[config.mk]
export PLATFORM = sky130hd
export DESIGN_NAME = ptep_front
export DESIGN_NICKNAME = d
export VERILOG_FILES = /design/src/rtl/core/pose_to_egocentric_polar_core_macros.svh /design/src/rtl/core/ptep_pkg.sv /design/src/rtl/core/ptep_front.sv
export SDC_FILE = /design/constraint.sdc
export NUM_CORES = 2
export LEC_CHECK = 0
export ABC_AREA = 1
export BUFFER_PORTS_ARGS = -buffer_cell sky130_fd_sc_hd__buf_2
export CELL_PAD_IN_SITES_DETAIL_PLACEMENT = 1
export CELL_PAD_IN_SITES_GLOBAL_PLACEMENT = 1
export CORE_ASPECT_RATIO = 1.4
export CORE_MARGIN = 2
export CORE_UTILIZATION = 25
export CTS_CLUSTER_SIZE = 12
export DETAILED_ROUTE_END_ITERATION = 7
export HOLD_SLACK_MARGIN = 0.12
export PLACE_DENSITY_LB_ADDON = 0.1
export SYNTH_ARGS = -nofsm -noshare
export SYNTH_HDL_FRONTEND = slang
export SYNTH_SLANG_ARGS = --single-unit
[constraint.sdc]
create_clock -name clk -period 7 [get_ports clk]
set_input_delay 1.4 -clock clk [delete_from_list [all_inputs] [get_ports clk]]
set_output_delay 1.4 -clock clk [all_outputs]
set_load 0.02 [all_outputs]
[src/rtl/core/pose_to_egocentric_polar_core_macros.svh]
// Assertion macros for the egocentric polar core.
`ifndef POSE_TO_EGOCENTRIC_POLAR_CORE_MACROS_SVH
`define POSE_TO_EGOCENTRIC_POLAR_CORE_MACROS_SVH

// same-cycle implication, sampled on clk, off during reset
`define PTEP_ASSERT_IMP(label, ante, cons, msg) \
	label: assert property (@(posedge clk) disable iff (!arst_n) (ante) |-> (cons)) \
		else $error(msg);

// next-cycle implication, sampled on clk, off during reset
`define PTEP_ASSERT_NXT(label, ante, cons, msg) \
	label: assert property (@(posedge clk) disable iff (!arst_n) (ante) |=> (cons)) \
		else $error(msg);

`endif

[src/rtl/core/ptep_pkg.sv]
// Shared types, constants and step functions for the egocentric polar core.
`default_nettype none

package ptep_pkg;

	localparam int unsigned POS_W    = 32;          // Q16.16 position
	localparam int unsigned ANG_W    = 16;          // binary angle
	localparam int unsigned DIFF_W   = POS_W + 1;   // exact position difference
	localparam int unsigned CW       = POS_W + 4;   // CORDIC x/y, covers gain growth
	localparam int unsigned Z_W      = 32;          // CORDIC angle accumulator
	localparam int unsigned SQ_W     = 2 * POS_W;   // squared length
	localparam int unsigned ROOT_W   = POS_W;       // root width
	localparam int unsigned SQRT_STEPS = ROOT_W;    // one root bit per stage

	localparam int unsigned CORDIC_STAGES_DEF = 16;
	localparam int unsigned CORDIC_STAGES_MAX = 32;

	localparam logic [POS_W-1:0] SMALL_RADIUS_RST = 32'd66;
	localparam logic [Z_W-1:0]   Z_HALF_TURN      = 32'h8000_0000;
	localparam logic [Z_W-1:0]   Z_ROUND          = 32'h0000_8000;

	// atan(2^-i), 2^32 = full turn
	localparam logic [Z_W-1:0] ATAN_LUT [CORDIC_STAGES_MAX] = '{
		32'd536870912, 32'd316933406, 32'd167458907, 32'd85004756,
		32'd42667331,  32'd21354465,  32'd10680350,  32'd5340245,
		32'd2670163,   32'd1335087,   32'd667544,    32'd333772,
		32'd166886,    32'd83443,     32'd41722,     32'd20861,
		32'd10430,     32'd5215,      32'd2608,      32'd1304,
		32'd652,       32'd326,       32'd163,       32'd81,
		32'd41,        32'd20,        32'd10,        32'd5,
		32'd3,         32'd1,         32'd1,         32'd0
	};

	typedef struct packed {
		logic [POS_W-1:0] robot_x;
		logic [POS_W-1:0] robot_y;
		logic [ANG_W-1:0] robot_heading;
		logic [POS_W-1:0] target_x;
		logic [POS_W-1:0] target_y;
		logic [ANG_W-1:0] target_heading;
	} pose_t;

	typedef struct packed {
		logic [POS_W-1:0] range;
		logic [ANG_W-1:0] phi;
		logic [ANG_W-1:0] delta;
		logic [ANG_W-1:0] sight_angle;
	} polar_t;

	// word carried through the root / rotation stages
	typedef struct packed {
		logic [SQ_W-1:0]   rem;      // remainder of the square root
		logic [ROOT_W-1:0] root;     // root bits found so far
		logic              ovf;      // squared length above 64 bits
		logic [CW-1:0]     cx;       // CORDIC x, two's complement
		logic [CW-1:0]     cy;       // CORDIC y, two's complement
		logic [Z_W-1:0]    cz;       // CORDIC angle
		logic              zero;     // zero offset
		logic [ANG_W-1:0]  robot_heading;
		logic [ANG_W-1:0]  target_heading;
	} iter_t;

	typedef struct packed {
		logic head_valid;
		logic skid_valid;
	} obuf_stat_t;

	// one restoring square-root step for root bit j
	function automatic iter_t sqrt_step(iter_t w, int unsigned j);
		iter_t           r;
		logic [SQ_W:0]   trial;
		r = w;
		trial = ({{(SQ_W + 1 - ROOT_W){1'b0}}, w.root} << (j + 1))
			| ({{SQ_W{1'b0}}, 1'b1} << (2 * j));
		if ({1'b0, w.rem} >= trial) begin
			r.rem  = w.rem - trial[SQ_W-1:0];
			r.root = w.root | (ROOT_W'(1) << j);
		end
		return r;
	endfunction

	// one CORDIC vectoring micro-rotation, floor shifts, y >= 0 turns clockwise
	function automatic iter_t cordic_step(iter_t w, int unsigned i);
		iter_t                 r;
		logic signed [CW-1:0]  x;
		logic signed [CW-1:0]  y;
		logic signed [CW-1:0]  xs;
		logic signed [CW-1:0]  ys;
		r  = w;
		x  = $signed(w.cx);
		y  = $signed(w.cy);
		xs = x >>> i;
		ys = y >>> i;
		if (!y[CW-1]) begin
			r.cx = x + ys;
			r.cy = y - xs;
			r.cz = w.cz + ATAN_LUT[i[4:0]];
		end else begin
			r.cx = x - ys;
			r.cy = y + xs;
			r.cz = w.cz - ATAN_LUT[i[4:0]];
		end
		return r;
	endfunction

endpackage

`default_nettype wire

[src/rtl/core/ptep_front.sv]
// Front stages: offsets, magnitudes, half-turn pre-rotation, squares and sum.
`default_nettype none

module ptep_front import ptep_pkg::*; (
	input  logic  clk,
	input  logic  arst_n,
	input  logic  adv,
	input  logic  in_valid,
	input  pose_t in_word,
	output logic  out_valid,
	output iter_t out_word
);

	logic v_s1, v_s2, v_s3, v_s4;

	// s1: exact differences
	logic signed [DIFF_W-1:0] dx_s1, dy_s1;
	logic [ANG_W-1:0]         rh_s1, th_s1;

	// s2: magnitudes and pre-rotated CORDIC vector
	logic [POS_W-1:0] ax_s2, ay_s2;
	logic [CW-1:0]    cx_s2, cy_s2;
	logic [Z_W-1:0]   cz_s2;
	logic             zero_s2;
	logic [ANG_W-1:0] rh_s2, th_s2;

	// s3: squares
	logic [SQ_W-1:0]  sx_s3, sy_s3;
	logic [CW-1:0]    cx_s3, cy_s3;
	logic [Z_W-1:0]   cz_s3;
	logic             zero_s3;
	logic [ANG_W-1:0] rh_s3, th_s3;

	// s4: sum
	iter_t word_s4;

	logic signed [DIFF_W-1:0] dx_neg, dy_neg;
	logic signed [CW-1:0]     dy_ext;
	logic [SQ_W-1:0]          sq_x, sq_y;
	logic [SQ_W:0]            sum;

	assign dx_neg = -dx_s1;
	assign dy_neg = -dy_s1;
	assign dy_ext = CW'(dy_s1);
	assign sq_x   = ax_s2 * ax_s2;
	assign sq_y   = ay_s2 * ay_s2;
	assign sum    = {1'b0, sx_s3} + {1'b0, sy_s3};

	always_ff @(posedge clk or negedge arst_n) begin
		if (!arst_n) begin
			v_s1 <= 1'b0;
			v_s2 <= 1'b0;
			v_s3 <= 1'b0;
			v_s4 <= 1'b0;
		end else if (adv) begin
			v_s1 <= in_valid;
			v_s2 <= v_s1;
			v_s3 <= v_s2;
			v_s4 <= v_s3;
		end
	end

	always_ff @(posedge clk) begin
		if (adv) begin
			dx_s1 <= $signed({in_word.target_x[POS_W-1], in_word.target_x})
				- $signed({in_word.robot_x[POS_W-1], in_word.robot_x});
			dy_s1 <= $signed({in_word.target_y[POS_W-1], in_word.target_y})
				- $signed({in_word.robot_y[POS_W-1], in_word.robot_y});
			rh_s1 <= in_word.robot_heading;
			th_s1 <= in_word.target_heading;

			ax_s2   <= dx_s1[DIFF_W-1] ? dx_neg[POS_W-1:0] : dx_s1[POS_W-1:0];
			ay_s2   <= dy_s1[DIFF_W-1] ? dy_neg[POS_W-1:0] : dy_s1[POS_W-1:0];
			// left half-plane: turn by pi so the CORDIC starts with x >= 0
			cx_s2   <= dx_s1[DIFF_W-1] ? CW'(dx_neg) : CW'(dx_s1);
			cy_s2   <= dx_s1[DIFF_W-1] ? -dy_ext : dy_ext;
			cz_s2   <= dx_s1[DIFF_W-1] ? Z_HALF_TURN : '0;
			zero_s2 <= (dx_s1 == '0) && (dy_s1 == '0);
			rh_s2   <= rh_s1;
			th_s2   <= th_s1;

			sx_s3   <= sq_x;
			sy_s3   <= sq_y;
			cx_s3   <= cx_s2;
			cy_s3   <= cy_s2;
			cz_s3   <= cz_s2;
			zero_s3 <= zero_s2;
			rh_s3   <= rh_s2;
			th_s3   <= th_s2;

			word_s4.rem            <= sum[SQ_W-1:0];
			word_s4.root           <= '0;
			word_s4.ovf            <= sum[SQ_W];
			word_s4.cx             <= cx_s3;
			word_s4.cy             <= cy_s3;
			word_s4.cz             <= cz_s3;
			word_s4.zero           <= zero_s3;
			word_s4.robot_heading  <= rh_s3;
			word_s4.target_heading <= th_s3;
		end
	end

	assign out_valid = v_s4;
	assign out_word  = word_s4;

endmodule

`default_nettype wire

# Word-level counts from Yosys, hierarchy flattened
# Cells that the tools add are included.
[totals] register_bits=761 input_bits=164
[op_classes] add_sub_neg=6 n_mul=2 n_mux=5 n_reduce_logical=3
[op_table] operator="$mul 32x32->64" n=2
[op_table] operator="$mux 32" n=4
[op_table] operator="$logic_not 33->1" n=2
[op_table] operator="$sub 32x32->33" n=2
[op_table] operator="$add 64x64->65" n=1
[op_table] operator="$mux 36" n=1
[op_table] operator="$neg 33->36" n=1
[op_table] operator="$neg 33->33" n=1
[op_table] operator="$neg 32->32" n=1
[op_table] operator="$logic_and 1x1->1" n=1

# Longest topological paths before layout
[depth] depth_word=2 ltp_mapped=33 mapped_depth_nobuf=31

# Least setup slack after synthesis
# No wires, ideal clock.
[synth_path] path_kind="register to register" start="register, netlist name cx_s2[14]" end="register sx_s3[39] (data pin)" setup_time_ns=0.252 arrival_ns=6.475 required_time_ns=6.748 slack_ns=0.272 path_stages_with_launch=27 synth_period_minus_slack_ns=6.728 path_cell_list="edfxtp_1 clkbuf_1 buf_1 nand2_1 fa_1 inv_1 fa_1 inv_1 fa_1 fa_1 inv_1 fa_1 inv_1 fa_1 inv_1 fa_1 fa_1 ha_1 nand2_1 nor2_1 nand2_1 inv_1 nand4_1 nand3_1 nand3_1 nand3_1 nand2_1"
[synth_rtl] element="to (signal assigned)" line_no="ptep_front.sv:82" text="sx_s3 <= sq_x;"
[synth_rtl] element="to (decl)" line_no="ptep_front.sv:28" text="logic [SQ_W-1:0] sx_s3, sy_s3;"

==> out/metrics.yaml <==
status: "complete, no violations"
cts_tree: "built"
coreArea_um2: 378000
die_area_um2: 384000
overflow: 0
hpwl_mm: 301
use_met2_pct: 36.8
hp-class: "reg2reg"
synthDistinctLibCells: 47
grtUsageTotal_pct: 18.3
firstDrtPassIters: 5
cp_top_family: "adder cells"
synth_edf_count: 627
die_y_um: 732
synthFlopType: "edfxtp_1"
hold_buffers: 0
cts_buffer_depth: 3
async_reset_ff_share_pct: 0.634
grt_util_met1_pct: 20.4
clock_latency_ns: 0.74
crit_path_end_kind: "flip-flop"
synthCells: 11400
grt_pass1_vias: 85600
boundaryPins: 399
crit_arrival_ns: 7.35
drive_above_1_share_pct: 17.4
die_w_um: 524
placed_cell_area_um2: 109000
drc: 0
crit_fanout: 5
period_minus_slack_ns: 6.88
numCtsBuffers: 83
relSlewSlack_pct: 12.7
start_kind: "flip-flop"
cts_sinks: 631
ys_seq_area_share_pct: 20.0
drv_cap: 0
rows: 267
syn_area_um2: 94700
grt_first_pass_wirelength_mm: 528
antenna_found_initial: 6
nets: 14900
h-tree-depth: 3
ant_nets: 0
hold_violations: 0
initial_core_util_pct: 25.1
wl_per_cell_um: 20.0
crit_buf_inv: 9
grt.busiest_layer: "met2"
timing_worst_setup_path_type: "reg2reg"
io_buffer_count: 335
slowest_stage: "fa_2"
setup_viol: 0
period_share_pct: 98.3
root_buffer: "clkbuf_16"
use_met3_pct: 1.19
slew_viol_final: 0
dr_total_vias: 73500
via_per_inst: 4.20
required_ns: 7.47
routed_wl_mm: 351
ys_seq_elements: 631
syn_area_per_cell_um2: 8.32
grt_max_degree: 165
syn2layout_area_growth_pct: 22.6
fin_worst_skew_ns: 0.0484
clkTransAtPathRegs_ns: 0.06
globalplace.congestion: 0.859
first_iter_violations: 2514
clock.fmax_mhz: 145
final_cell_area_um2: 116000
rsz0062_at_grt: "yes"
yosys_warnings: 0
worst_path_largest_cell_delay_ns: 0.60
worst_slew_pin_slew_ns: 1.30
worst paths after layout:
path | endpoint | cells after the start | start | slack [ns]
setup / recovery | sx_s3[55] | 26 | cx_s2[15] | 0.12
hold / removal | rh_s2[11] | 0 | rh_s1[11] | 0.41
setup reg to reg | sx_s3[55] | 26 | cx_s2[15] | 0.12
hold reg to reg | rh_s2[11] | 0 | rh_s1[11] | 0.41
max in group asynchronous | v_s1 | 1 | arst_n | 6.39
min in group asynchronous | out_valid | 1 | arst_n | 0.50
sequential cells by signal, summed over array words and instances, names as in the netlist, 32 cells and up:
signal,cells
out_word,168
sx_s3,63
sy_s3,63
cy_s2,35
cy_s3,35
cx_s2,33
dx_s1,33
dy_s1,33
ay_s2,32
cx_s3,32
synthesized netlist by cell type (all sizes together), types with 3 or more instances:
cell type / instances / area share (%)
a31o: 10 / 0.092
a31oi: 6 / 0.040
or2: 13 / 0.086
a21boi: 3 / 0.024
nor3: 59 / 0.36
o21bai: 57 / 0.45
a21o: 10 / 0.079
edfxtp: 627 / 20
nand3: 276 / 1.5
o21a: 10 / 0.079
xor2: 226 / 2.1
inv: 3412 / 14
nor2: 490 / 2.0
and3: 4 / 0.026
ha: 726 / 9.6
a21oi: 238 / 1.3
nand2: 3071 / 12
clkbuf: 191 / 0.76
fa: 1584 / 33
nor4: 8 / 0.053
nand4: 62 / 0.43
dfrtp: 4 / 0.11
xnor2: 43 / 0.40
o31ai: 4 / 0.032
nand3b: 10 / 0.092
o21ai: 125 / 0.67
and2: 6 / 0.040
buf: 98 / 0.65
stage by stage:
stage,utilization [%],instances,worst slack (ns),hold slack [ns],setup TNS (ns)
3_5_place_dp,28.8,17300,-0.627,0.405,-21.42
2_1_floorplan,-,11400,0.272,0.400,0
6_report,30.8,17500,0.121,0.411,0
5_1_grt,30.7,17500,-0.155,0.419,-3.29
3_3_place_gp,28.7,17300,-0.668,0.400,-21.02
4_1_cts,29.8,17400,0.000221,0.414,0
cell families after synthesis:
| logic type | synth area share (%) |
|---|---|
| xor+xnor | 2.49 |
| fa+ha+maj | 43.1 |
| buf+inv | 14.9 |
| simple gates | 16.8 |
| other cells | 0.00396 |
| flops | 20.0 |
| compound gates | 2.74 |
worst register-to-register path, delay by kind of cell, from the launching register on:
kind	cells	cell delay (ns)
adders and majority gates	9	4.44
buffers and inverters	9	0.95
and+or+nand+nor	8	0.81
DFF	1	0.41
per-layer routing:
| metal | vias to the layer above | wire length, um |
|---|---|---|
| met5 | - | 13 |
| met4 | 2 | 10900 |
| met3 | 322 | 6700 |
| met2 | 757 | 197000 |
| met1 | 37300 | 136000 |
| li1 | 35100 | - |
cell usage in the layout, fill, tap and decap left out, drive strengths merged, types with 13 or more instances in the layout:
cell type and n:
nand3 276, clkbuf 107, edfxtp 627, o21ai 125
ha 726, fa 1584, nor3 59, a21oi 238
nor2 490, buf 1217, clkinv 29, o21bai 57
xnor2 43, inv 3420, xor2 226, nand4 62
conb 63, nand2 3071, or2 13
repair_timing:
item,4_1_cts,5_1_grt
gates resized for setup,206,817
pin swaps,21,274
buffers inserted,16,58
cloned,0,13
endpoints found under the setup margin,92,97
final cells by class:
| cell class | count | area [um^2] |
|---|---|---|
| Antenna cell | 9 | 22.5 |
| Clock buffer | 95 | 2160 |
| Clock inverter | 49 | 576 |
| Fill cell | 44500 | 261000 |
| Inverter | 3413 | 12800 |
| Multi-Input combinational cell | 7107 | 65400 |
| Sequential cell | 631 | 18900 |
| Tap cell | 4976 | 6230 |
| Timing Repair Buffer | 1229 | 10000 |
Power is left out: the tool's default activity adds up to more than one toggle a clock period on the data nets, which glitch-free logic cannot reach.
