<file path="config.mk">
export PLATFORM = sky130hd
export DESIGN_NAME = ptep_back_flat
export DESIGN_NICKNAME = d
export VERILOG_FILES = /design/src/rtl/core/pose_to_egocentric_polar_core_macros.svh /design/src/rtl/core/ptep_pkg.sv /design/src/rtl/core/ptep_ifs.sv /design/src/rtl/core/ptep_back.sv /design/src/flat_wrapper.sv
export SDC_FILE = /design/constraint.sdc
export NUM_CORES = 1
export LEC_CHECK = 0
export BUFFER_PORTS_ARGS = -buffer_cell sky130_fd_sc_hd__buf_4
export CORE_ASPECT_RATIO = 0.7
export CORE_MARGIN = 4
export CORE_UTILIZATION = 54
export CTS_CLUSTER_SIZE = 25
export DETAILED_ROUTE_END_ITERATION = 12
export PLACE_DENSITY = 0.92
export SLEW_MARGIN = 40
export SYNTH_ARGS = -nofsm -noshare
export SYNTH_HDL_FRONTEND = slang
export SYNTH_SLANG_ARGS = --single-unit
</file>
<file path="constraint.sdc">
create_clock -name clk -period 10.5 [get_ports clk]
set_input_delay 2.1 -clock clk [delete_from_list [all_inputs] [get_ports clk]]
set_output_delay 2.1 -clock clk [all_outputs]
set_load 0.005 [all_outputs]
</file>
<file path="src/rtl/core/pose_to_egocentric_polar_core_macros.svh">
// Assertion macros for the egocentric polar core.
`ifndef POSE_TO_EGOCENTRIC_POLAR_CORE_MACROS_SVH
`define POSE_TO_EGOCENTRIC_POLAR_CORE_MACROS_SVH

// same-cycle implication, sampled on clk, off during reset
`define PTEP_ASSERT_IMP(label, ante, cons, msg) \
	label: assert property (@(posedge clk) disable iff (!arst_n) (ante) |-> (cons)) \
		else $error(msg);

// next-cycle implication, sampled on clk, off during reset
`define PTEP_ASSERT_NXT(label, ante, cons, msg) \
	label: assert property (@(posedge clk) disable iff (!arst_n) (ante) |=> (cons)) \
		else $error(msg);

`endif

</file>
<file path="src/rtl/core/ptep_pkg.sv">
// Shared types, constants and step functions for the egocentric polar core.
`default_nettype none

package ptep_pkg;

	localparam int unsigned POS_W    = 32;          // Q16.16 position
	localparam int unsigned ANG_W    = 16;          // binary angle
	localparam int unsigned DIFF_W   = POS_W + 1;   // exact position difference
	localparam int unsigned CW       = POS_W + 4;   // CORDIC x/y, covers gain growth
	localparam int unsigned Z_W      = 32;          // CORDIC angle accumulator
	localparam int unsigned SQ_W     = 2 * POS_W;   // squared length
	localparam int unsigned ROOT_W   = POS_W;       // root width
	localparam int unsigned SQRT_STEPS = ROOT_W;    // one root bit per stage

	localparam int unsigned CORDIC_STAGES_DEF = 16;
	localparam int unsigned CORDIC_STAGES_MAX = 32;

	localparam logic [POS_W-1:0] SMALL_RADIUS_RST = 32'd66;
	localparam logic [Z_W-1:0]   Z_HALF_TURN      = 32'h8000_0000;
	localparam logic [Z_W-1:0]   Z_ROUND          = 32'h0000_8000;

	// atan(2^-i), 2^32 = full turn
	localparam logic [Z_W-1:0] ATAN_LUT [CORDIC_STAGES_MAX] = '{
		32'd536870912, 32'd316933406, 32'd167458907, 32'd85004756,
		32'd42667331,  32'd21354465,  32'd10680350,  32'd5340245,
		32'd2670163,   32'd1335087,   32'd667544,    32'd333772,
		32'd166886,    32'd83443,     32'd41722,     32'd20861,
		32'd10430,     32'd5215,      32'd2608,      32'd1304,
		32'd652,       32'd326,       32'd163,       32'd81,
		32'd41,        32'd20,        32'd10,        32'd5,
		32'd3,         32'd1,         32'd1,         32'd0
	};

	typedef struct packed {
		logic [POS_W-1:0] robot_x;
		logic [POS_W-1:0] robot_y;
		logic [ANG_W-1:0] robot_heading;
		logic [POS_W-1:0] target_x;
		logic [POS_W-1:0] target_y;
		logic [ANG_W-1:0] target_heading;
	} pose_t;

	typedef struct packed {
		logic [POS_W-1:0] range;
		logic [ANG_W-1:0] phi;
		logic [ANG_W-1:0] delta;
		logic [ANG_W-1:0] sight_angle;
	} polar_t;

	// word carried through the root / rotation stages
	typedef struct packed {
		logic [SQ_W-1:0]   rem;      // remainder of the square root
		logic [ROOT_W-1:0] root;     // root bits found so far
		logic              ovf;      // squared length above 64 bits
		logic [CW-1:0]     cx;       // CORDIC x, two's complement
		logic [CW-1:0]     cy;       // CORDIC y, two's complement
		logic [Z_W-1:0]    cz;       // CORDIC angle
		logic              zero;     // zero offset
		logic [ANG_W-1:0]  robot_heading;
		logic [ANG_W-1:0]  target_heading;
	} iter_t;

	typedef struct packed {
		logic head_valid;
		logic skid_valid;
	} obuf_stat_t;

	// one restoring square-root step for root bit j
	function automatic iter_t sqrt_step(iter_t w, int unsigned j);
		iter_t           r;
		logic [SQ_W:0]   trial;
		r = w;
		trial = ({{(SQ_W + 1 - ROOT_W){1'b0}}, w.root} << (j + 1))
			| ({{SQ_W{1'b0}}, 1'b1} << (2 * j));
		if ({1'b0, w.rem} >= trial) begin
			r.rem  = w.rem - trial[SQ_W-1:0];
			r.root = w.root | (ROOT_W'(1) << j);
		end
		return r;
	endfunction

	// one CORDIC vectoring micro-rotation, floor shifts, y >= 0 turns clockwise
	function automatic iter_t cordic_step(iter_t w, int unsigned i);
		iter_t                 r;
		logic signed [CW-1:0]  x;
		logic signed [CW-1:0]  y;
		logic signed [CW-1:0]  xs;
		logic signed [CW-1:0]  ys;
		r  = w;
		x  = $signed(w.cx);
		y  = $signed(w.cy);
		xs = x >>> i;
		ys = y >>> i;
		if (!y[CW-1]) begin
			r.cx = x + ys;
			r.cy = y - xs;
			r.cz = w.cz + ATAN_LUT[i[4:0]];
		end else begin
			r.cx = x - ys;
			r.cy = y + xs;
			r.cz = w.cz - ATAN_LUT[i[4:0]];
		end
		return r;
	endfunction

endpackage

`default_nettype wire

</file>
<file path="src/rtl/core/ptep_ifs.sv">
// Valid/ready channel interfaces for pose words and polar result words.
`default_nettype none


interface ptep_polar_if;
	logic               valid;
	logic               ready;
	logic        [31:0] range;
	logic signed [15:0] phi;
	logic signed [15:0] delta;
	logic signed [15:0] sight_angle;

	modport source (
		output valid, range, phi, delta, sight_angle,
		input  ready
	);
	modport sink (
		input  valid, range, phi, delta, sight_angle,
		output ready
	);
endinterface

`default_nettype wire

</file>
<file path="src/rtl/core/ptep_back.sv">
// Final select and heading differences, two-entry output buffer, stall control.
`default_nettype none

module ptep_back import ptep_pkg::*; (
	input  logic              clk,
	input  logic              arst_n,
	input  logic              fin_valid,
	input  iter_t             fin_word,
	input  logic [POS_W-1:0]  small_radius,
	ptep_polar_if.source      polar,
	output logic              adv,
	output obuf_stat_t        stat
);

	polar_t head_q, skid_q, res;
	logic   head_valid_q, skid_valid_q;
	logic   push, pop;

	logic [Z_W-1:0]   z_rnd;
	logic [ANG_W-1:0] ang;
	logic [ANG_W-1:0] sight;
	logic [POS_W-1:0] rng;

	always_comb begin
		rng   = fin_word.ovf ? '1 : fin_word.root;
		z_rnd = fin_word.cz + Z_ROUND;
		ang   = fin_word.zero ? '0 : z_rnd[Z_W-1:Z_W-ANG_W];
		sight = (rng < small_radius) ? fin_word.target_heading : ang;
		res.range       = rng;
		res.sight_angle = sight;
		res.phi         = fin_word.target_heading - sight;
		res.delta       = fin_word.robot_heading - sight;
	end

	// stall only when a finished word meets a full buffer
	assign adv  = !(fin_valid && skid_valid_q);
	assign push = fin_valid && adv;
	assign pop  = head_valid_q && polar.ready;

	always_ff @(posedge clk or negedge arst_n) begin
		if (!arst_n) begin
			head_valid_q <= 1'b0;
			skid_valid_q <= 1'b0;
		end else begin
			if (pop) begin
				head_valid_q <= skid_valid_q || push;
				skid_valid_q <= 1'b0;
			end else begin
				head_valid_q <= head_valid_q || push;
				skid_valid_q <= skid_valid_q || (push && head_valid_q);
			end
		end
	end

	always_ff @(posedge clk) begin
		if (pop && skid_valid_q) begin
			head_q <= skid_q;
		end else if (push && (pop || !head_valid_q)) begin
			head_q <= res;
		end
		if (push && head_valid_q && !pop) begin
			skid_q <= res;
		end
	end

	assign polar.valid       = head_valid_q;
	assign polar.range       = head_q.range;
	assign polar.phi         = head_q.phi;
	assign polar.delta       = head_q.delta;
	assign polar.sight_angle = head_q.sight_angle;

	assign stat.head_valid = head_valid_q;
	assign stat.skid_valid = skid_valid_q;

endmodule

`default_nettype wire

</file>
<file path="src/flat_wrapper.sv">
// flat-port wrapper written by rule: the top's interface ports become plain ports
module ptep_back_flat import ptep_pkg::*;
  (clk, arst_n, fin_valid, fin_word, small_radius, adv, stat, polar_valid, polar_range, polar_phi, polar_delta, polar_sight_angle, polar_ready);
  ptep_polar_if polar_i ();
  input  logic clk;
  input  logic arst_n;
  input  logic fin_valid;
  input  iter_t fin_word;
  input  logic [POS_W-1:0] small_radius;
  output logic adv;
  output obuf_stat_t stat;
  output wire logic [$bits(polar_i.valid)-1:0] polar_valid;
  output wire logic [$bits(polar_i.range)-1:0] polar_range;
  output wire logic [$bits(polar_i.phi)-1:0] polar_phi;
  output wire logic [$bits(polar_i.delta)-1:0] polar_delta;
  output wire logic [$bits(polar_i.sight_angle)-1:0] polar_sight_angle;
  input wire logic [$bits(polar_i.ready)-1:0] polar_ready;
  assign polar_valid = polar_i.valid;
  assign polar_range = polar_i.range;
  assign polar_phi = polar_i.phi;
  assign polar_delta = polar_i.delta;
  assign polar_sight_angle = polar_i.sight_angle;
  assign polar_i.ready = polar_ready;
  ptep_back u_core (.clk(clk), .arst_n(arst_n), .fin_valid(fin_valid), .fin_word(fin_word), .small_radius(small_radius), .polar(polar_i), .adv(adv), .stat(stat));
endmodule
</file>
-- Yosys cells after proc, flatten, opt, wreduce, memory -nomap -nowiden
Index checks and enable logic that the tools add are counted.
- add/sub/neg operators: 3
- $lt $le $gt $ge: 1
- multiplexer cells: 7
- reduce and logical (&&, ||, !) cells: 15
- operators by type and width (cell ; number):
    $mux 80 ; 2
    $add 32x16->32 const B ; 1
    $lt 32x32->1 ; 1
    $mux 16 ; 2
    $mux 32 ; 1
    $sub 16x16->16 ; 2
    $logic_and 1x1->1 ; 7
    $logic_or 1x1->1 ; 4
    $logic_not 1->1 ; 3
    $mux 1 ; 2
    $reduce_bool 2->1 ; 1
- register bits after elaboration: 162
- output and inout bits: 84

-- Logic depth before layout (Yosys ltp)
Gate-level depths: netlist of the first run.
- depth in word-level cells: 6
- gate-level depth with buffers: 26
- gate-level depth less buffers: 22

-- Worst setup path after synthesis of the first run
OpenSTA, ideal clock, no wires.
- path type: input to register
- start point: in fin_valid
- end point: reg u_core.skid_q[0] in the netlist's numbering, enable pin
- arrival: 8.022 ns
- data required time: 9.867 ns
- path slack: 1.845 ns
- cell stages on the path: 2
- cell sequence: nand2b_1 nor3b_1
- longest elaborated chain between the ends: 5
- RTL lines (element ; line ; RTL):
    from (decl) ; flat_wrapper.sv:7 ; input logic fin_valid;
    $logic_and 1x1->1 ; ptep_back.sv:36 ; assign adv = !(fin_valid && skid_valid_q);
    $logic_not 1->1 ; ptep_back.sv:36 ;
    $logic_and 1x1->1 * ; ptep_back.sv:37 ; assign push = fin_valid && adv;
    $logic_and 1x1->1 * (2 in a row) ; ptep_back.sv:61 ; if (push && head_valid_q && !pop) begin
    to (signal assigned) ; ptep_back.sv:62 ; skid_q <= res;
    to (decl) ; ptep_back.sv:15 ; polar_t head_q, skid_q, res;
Mark *: on every way between the ends. The rest lies on a longest branch, timed or not.
A chain may end at the register's enable or synchronous reset.

==> reports/metrics.cfg, run 1 <==
[cts]
path_clk_slew_ns = 0.07
insertion_delay_ns = 0.43
cts.path.max_buffers = 2
cts_resized = 0
htreeDepth = 4
cts_buffers = 17
cts_hold_buf = 0
cts_tree = yes
post_cts_buffers = 0
cts_root_buf = clkbuf_16
clock_sinks = 162

[pwr]
p_per_area_nw_per_um2 = 206
leakage_nw = 4.82
irDropWorstVdd_mv = 0.273

[layout]
layout.nets = 1392
diodes = 0
area_delta_synth_final_pct = 24.1
n_fill_cell = 1256
instances_no_fill = 1320
seqCellArea_um2 = 4850
drive_above_1_share = 0.321
multi_input_area_um2 = 4350
finalInstanceArea_um2 = 11900

[global_route]
grt_max_degree = 78
grt-ovfl-total = 0
grt_pass1_vias = 7379
track_usage = 0.260
grt_pass1_wl_um = 40600
antenna_found_initial = 0

[synth]
synth.avg_cell_area_um2 = 10.8
syn_inst = 885
ys.flop_type = edfxtp_1
synth_edf_count = 160
yosys_register_bits = 162
ys_seq_area_frac = 0.506
yosys.cell_types.count = 85
syn_area_um2 = 9600
yosysWarnings = 0
syn-num-nets = 1201
synth-async-reset-ratio = 0.0123

[floorplanning]
start_util = 0.554
die_h_um = 120
std_cell_rows = 40
die_x_um = 167
die_area_um2 = 20000
core_area_um2 = 17300
io_pins = 354

[setup_path]
critPathRequiredTime_ns = 10.69
start_kind = input port
cp-end-kind = register
crit_type = in -> reg
reg2reg_slack_ns = 7.99
cp.arrival_ns = 8.25
cp_max_fo = 33

[routing]
dr_wl_met3_um = 3070
top_layer = met4
vias = 7730
dr_wl_met2_um = 11700
vias_per_cell = 5.86
drt-initial-drc-count = 809
ant_nets = 0
wirelength_um = 26500
routedWlPerCell_um = 20.1
drc = 0
wl_met1_um = 11100
drt_first_pass_iters = 7

[hold_path]
hold_class = reg -> reg

[sta]
period_share = 0.768
finalCriticalPeriod_ns = 8.07
max_slew_margin = 0.469
worst_slew_pin_slew_ns = 0.794
setup_viol = 0
setup_tns_ns = 0
fin_worst_skew_ns = 0.00797
final-max-slew-violation-count = 0
rsz0062_at_grt = no
fmax_mhz = 124
hold_violations = 0

[placement]
dpl.hpwl_um = 19600
post_dp_cell_area_um2 = 11300
place_inst = 1288
gp_congestion = 0.928
io_buffers = 202

[flow_run]
maxCapViolCount = 0

[outcome]
outcome = complete, no violations

worst max-delay path: stages:
cell,delay (ns)
buf_4,0.21
or2_2,0.37
ha_1,0.30
a21oi_1,0.16
o21ai_0,0.12
a221oi_1,0.42
and3_1,0.45
nand2_1,0.57
o21ai_0,0.81
ha_1,0.36
nor2_1,0.08
a21oi_1,0.12
nand3_1,0.08
a21o_1,0.20
maj3_2,0.34
a222oi_1,0.26
nand2_1,0.22
a211oi_2,0.44
o41ai_2,0.15
xnor2_1,0.16
mux2_2,0.29
path summary, 6_finish.rpt:
| check | start | end | cells past startpoint |
|---|---|---|---|
| worst max-delay path | fin_word[137] | u_core.polar.delta[11]$_DFFE_PP_ | 21 |
| max in group asynchronous | arst_n | u_core.polar.valid$_DFF_PN0_ | 1 |
| worst min register to register | u_core.skid_q[24]$_DFFE_PP_ | u_core.polar.delta[8]$_DFFE_PP_ | 2 |
| worst max register to register | u_core.polar.valid$_DFF_PN0_ | u_core.polar.phi[14]$_DFFE_PP_ | 5 |
| min in group asynchronous | arst_n | u_core.skid_valid_q$_DFF_PN0_ | 1 |
| worst min-delay path | u_core.skid_q[24]$_DFFE_PP_ | u_core.polar.delta[8]$_DFFE_PP_ | 2 |
area by class of cell:
type	count	share of cell area
sequential	162	0.408
multi-input combinational	621	0.365
timing repair buffer	206	0.131
clock buffer	20	0.0384
tap	231	0.0243
inverter	68	0.0214
clock inverter	12	0.0124
sequential cells by signal, indices dropped and copies added, names as in the netlist:
signal / count
u_core.skid_valid_q: 1
u_core.polar.range: 32
u_core.polar.delta: 16
u_core.skid_q: 80
u_core.polar.phi: 16
u_core.polar.valid: 1
u_core.polar.sight_angle: 16
synth_stat cells (all sizes together), types with 5 or more instances:
cell,number,area [um2]
edfxtp,160,4800
nor2,89,355
nand2,87,327
inv,68,255
a21oi,46,241
ha,46,576
mux2,45,507
xnor2,43,384
o21ai,40,204
or2,39,244
clkbuf,25,93.8
nor3,16,85.1
nand3,13,70.1
xor2,13,121
maj3,10,103
a211oi,9,82.6
a31oi,9,56.3
and2,9,56.3
buf,9,65.1
nor4,7,58.8
o31ai,6,50.1
and3,5,31.3
nand4,5,37.5
o21a,5,37.5
or3,5,31.3
power breakdown:
part	switching (mW)	total, mW	internal [mW]
Sequential	0.0590	1.01	0.956
Combinational	0.445	0.799	0.353
Clock	0.267	0.635	0.368
per-layer routing:
metal	GRT usage	vias up
li1	-	3582
met1	0.351	3696
met2	0.395	411
met3	0.0892	41
met4	0.0892	0
met5	0	-
kinds of logic after synthesis:
| group | share of synthesized area |
|---|---|
| adder cells (fa/ha/maj) | 0.0707 |
| multiplexers | 0.0559 |
| AND/OR/NAND/NOR | 0.147 |
| flip-flops | 0.506 |
| buffers and inverters | 0.0432 |
| XOR/XNOR | 0.0550 |
| AO/OA/AOI/OAI | 0.123 |
cells in the final DEF, fill, tap and decap left out, types with 17 or more instances in the layout:
master / n
buf_4: 204
o21ai_0: 34
nand2_1: 87
nor2_1: 86
xnor2_1: 42
inv_1: 67
ha_1: 46
or2_2: 38
edfxtp_1: 160
clkbuf_16: 17
a21oi_1: 43
mux2_2: 45
metrics by stage:
stage                     setup WS (ns)  utilization  hold WS, ns  power, mW
final                              2.43        0.688        0.525       2.45
after global placement             2.32        0.652        0.490       1.78
after CTS                          2.55        0.688        0.515       2.46
after detailed placement           2.18        0.653        0.506       1.81
after floorplan                    1.85            -        0.484       1.47
after global routing               2.10        0.688        0.545       2.57
(Power assumes the default switching activity.)
==> inputs of run 2 (changes only) <==
--- a/config.mk
+++ b/config.mk
@@ -5,13 +5,14 @@
 export SDC_FILE = /design/constraint.sdc
 export NUM_CORES = 1
 export LEC_CHECK = 0
+export ABC_AREA = 1
 export BUFFER_PORTS_ARGS = -buffer_cell sky130_fd_sc_hd__buf_4
 export CORE_ASPECT_RATIO = 0.7
 export CORE_MARGIN = 4
-export CORE_UTILIZATION = 54
+export CORE_UTILIZATION = 46
 export CTS_CLUSTER_SIZE = 25
 export DETAILED_ROUTE_END_ITERATION = 12
-export PLACE_DENSITY = 0.92
+export PLACE_DENSITY = 0.84
 export SLEW_MARGIN = 40
 export SYNTH_ARGS = -nofsm -noshare
 export SYNTH_HDL_FRONTEND = slang
==> constraint.sdc (replaced) <==
create_clock -name clk -period 6.9 [get_ports clk]
set_input_delay 1.38 -clock clk [delete_from_list [all_inputs] [get_ports clk]]
set_output_delay 1.38 -clock clk [all_outputs]
set_load 0.005 [all_outputs]
==> run 2 against run 1 <==
Worst setup slack lost 0.90 ns; worst hold slack lost 0.012 ns; wire length grew 3.7%; synthesized cell count grew 30%; global-route usage shrank 3.0 points; non-clock buffer count grew 8; clock skew is essentially flat; synthesized area grew 1.9%; final cell count grew 24%; sequential share of layout area shrank 0.94 points; power grew 43%; largest cell class unchanged.
==> reports/metrics.cfg, run 2 <==
[pwr]
p_comb_frac = 0.325
p_switching_mw = 1.16
irDropWorstVdd_mv = 0.215
p_total_mw = 3.50
power.share.clock = 0.263
p_per_area_nw_per_um2 = 287
p_sw_frac = 0.333
leakage_nw = 5.80
pwr-share-seq = 0.412
p_int_mw = 2.34

[cts]
cts_tree = yes
htreeDepth = 4
cts.path.max_buffers = 2
cts_hold_buf = 0
path_clk_slew_ns = 0.07
clock_sinks = 162
insertion_delay_ns = 0.42
cts_root_buf = clkbuf_16
cts_buffers = 17
cts_resized = 0
post_cts_buffers = 0

[sta]
worst_hold_slack_ns = 0.513
fmax_mhz = 186
setup_viol = 0
hold_violations = 0
period_share = 0.777
fin_worst_skew_ns = 0.00751
final-max-slew-violation-count = 0
worst_slew_pin_slew_ns = 0.790
rsz0062_at_grt = no
max_slew_margin = 0.473
setup_tns_ns = 0
finalCriticalPeriod_ns = 5.36

[setup_path]
cp_max_fo = 32
cp-end-kind = register
critPathRequiredTime_ns = 7.08
start_kind = input port
crit_type = in -> reg
cp.arrival_ns = 5.54

[floorplanning]
core_area_um2 = 20800
std_cell_rows = 44
die_area_um2 = 23700
start_util = 0.470
die_h_um = 130
io_pins = 354
die_x_um = 182

[routing]
wirelength_um = 27500
drt-initial-drc-count = 850
vias_per_cell = 5.06
ant_nets = 0
drc = 0
routedWlPerCell_um = 16.8
vias = 8304
drt_first_pass_iters = 5

[synth]
synth_edf_count = 160
syn_area_um2 = 9780
yosysTopAreaCellShare = 0.491
yosysWarnings = 0
ys_seq_area_frac = 0.497
syn_inst = 1149
yosys.cell_types.count = 44
syn-num-nets = 1465
yosys_register_bits = 162
ys.flop_type = edfxtp_1
synth_top_cell_by_area = edfxtp_1
ys_top_cells_by_count = nand2_1 (392), edfxtp_1 (160), inv_1 (157), nand3_1 (86), ha_1 (46)
synth-async-reset-ratio = 0.0123
yosysMostFrequentCell = nand2_1
synth.avg_cell_area_um2 = 8.51
ys_top_cells_by_area = edfxtp_1 (49%), nand2_1 (15%), inv_1 (6.0%), ha_1 (5.9%), nand3_1 (4.4%)

[global_route]
track_usage = 0.230
antenna_found_initial = 1
grt_pass1_vias = 7615
grt-ovfl-total = 0
grt_pass1_wl_um = 42200
grt_max_degree = 94

[layout]
most-common-layout-cells = nand2_1 (392), buf_4 (209), edfxtp_1 (160), inv_1 (157), nand3_1 (86)
area_delta_synth_final_pct = 24.7
instances_no_fill = 1641
layout.nets = 1667
regMostFlops = u_core.skid_q
multi_input_area_um2 = 4150
final_common_cell = nand2_1
drive_above_1_share = 0.251
n_fill_cell = 1824
finalInstanceArea_um2 = 12200
largest_reg_flops = 80
seqCellArea_um2 = 4850

[placement]
post_dp_cell_area_um2 = 11600
dpl.hpwl_um = 20800
gp_congestion = 0.946
place_inst = 1605
io_buffers = 202

[outcome]
outcome = complete, no violations

[hold_path]
hold_class = reg -> reg

[flow_run]
maxCapViolCount = 0

==> run 2: cell count changes in the layout (fill, tap and decap cells not counted), moves of 9 or more <==
cell,change
nand3_2,+17
mux2_2,-45
a21oi_1,-18
inv_1,+90
nor2_1,-43
and2_1,+9
xnor2_1,-36
nand3_1,+75
nand2_1,+305
nand2_2,+16
==> run 2: area by class of cell <==
type / instances / area share
clock buffer: 18 / 0.0352
multi-input combinational: 790 / 0.341
inverter: 166 / 0.0511
antenna: 1 / 0.000205
sequential: 162 / 0.398
timing repair buffer: 214 / 0.136
tap: 276 / 0.0283
clock inverter: 14 / 0.0106
==> run 2: worst paths after layout <==
path	from	end	slack (ns)	depth (start not counted)
max in group asynchronous	arst_n	u_core.skid_valid_q$_DFF_PN0_	6.09	1
min in group asynchronous	arst_n	u_core.polar.valid$_DFF_PN0_	0.73	1
min reg2reg	u_core.skid_q[52]$_DFFE_PP_	u_core.polar.range[4]$_DFFE_PP_	0.51	2
max reg2reg	u_core.polar.valid$_DFF_PN0_	u_core.polar.sight_angle[2]$_DFFE_PP_	4.27	8
max	fin_word[137]	u_core.skid_q[44]$_DFFE_PP_	1.54	23
min	u_core.skid_q[52]$_DFFE_PP_	u_core.polar.range[4]$_DFFE_PP_	0.51	2
==> run 2: power by group through the flow <==
stage                     Combinational (mW)  Clock [mW]  Sequential [mW]
after floorplan                        0.601           0             1.49
after global placement                  1.08           0             1.46
after detailed placement                1.11           0             1.47
after CTS                               1.12       0.937             1.45
after global routing                    1.27       0.978             1.46
final                                   1.14       0.920             1.44
==> run 2: worst max-delay path, cell delays in order <==
cell and delay, ns:
buf_4 0.22, or2_2 0.36, ha_1 0.30, a21oi_1 0.17, o21a_1 0.14, nand2_1 0.05
nand2_1 0.05, nand2_1 0.14, nand2_2 0.48, nand2_4 0.25, o21ai_0 0.54, ha_1 0.25
inv_1 0.06, ha_1 0.17, inv_1 0.05, nand2_1 0.07, nand2_1 0.07, nand3_1 0.10
nand2_1 0.15, inv_1 0.06, nand3b_1 0.13, nand4_1 0.16, and2_1 0.21
==> run 2: logic make-up (layout without fill, tap and decap cells) <==
kind of cell / Yosys count / after routing / share of synthesized area
other: 0 / 1 / 0
buffers and inverters: 197 / 412 / 0.0815
xor gates and xnor gates: 18 / 18 / 0.0169
and+or+nand+nor: 646 / 646 / 0.302
adders and majority gates: 46 / 46 / 0.0589
AOI/OAI and AO/OA: 80 / 80 / 0.0444
DFF: 162 / 162 / 0.497
==> run 2: through the flow <==
step | utilization | setup slack, ns
after floorplan | - | 0.528
after global placement | 0.555 | 1.13
after detailed placement | 0.556 | 1.11
after CTS | 0.582 | 1.55
after global routing | 0.586 | 1.16
final | 0.586 | 1.54
==> run 2: routing by layer <==
layer	up-vias	track usage	wire, um
met3	28	0.0571	2490
met5	-	0	0
li1	4121	-	-
met2	323	0.321	11200
met1	3832	0.357	13300
met4	0	0.0609	506
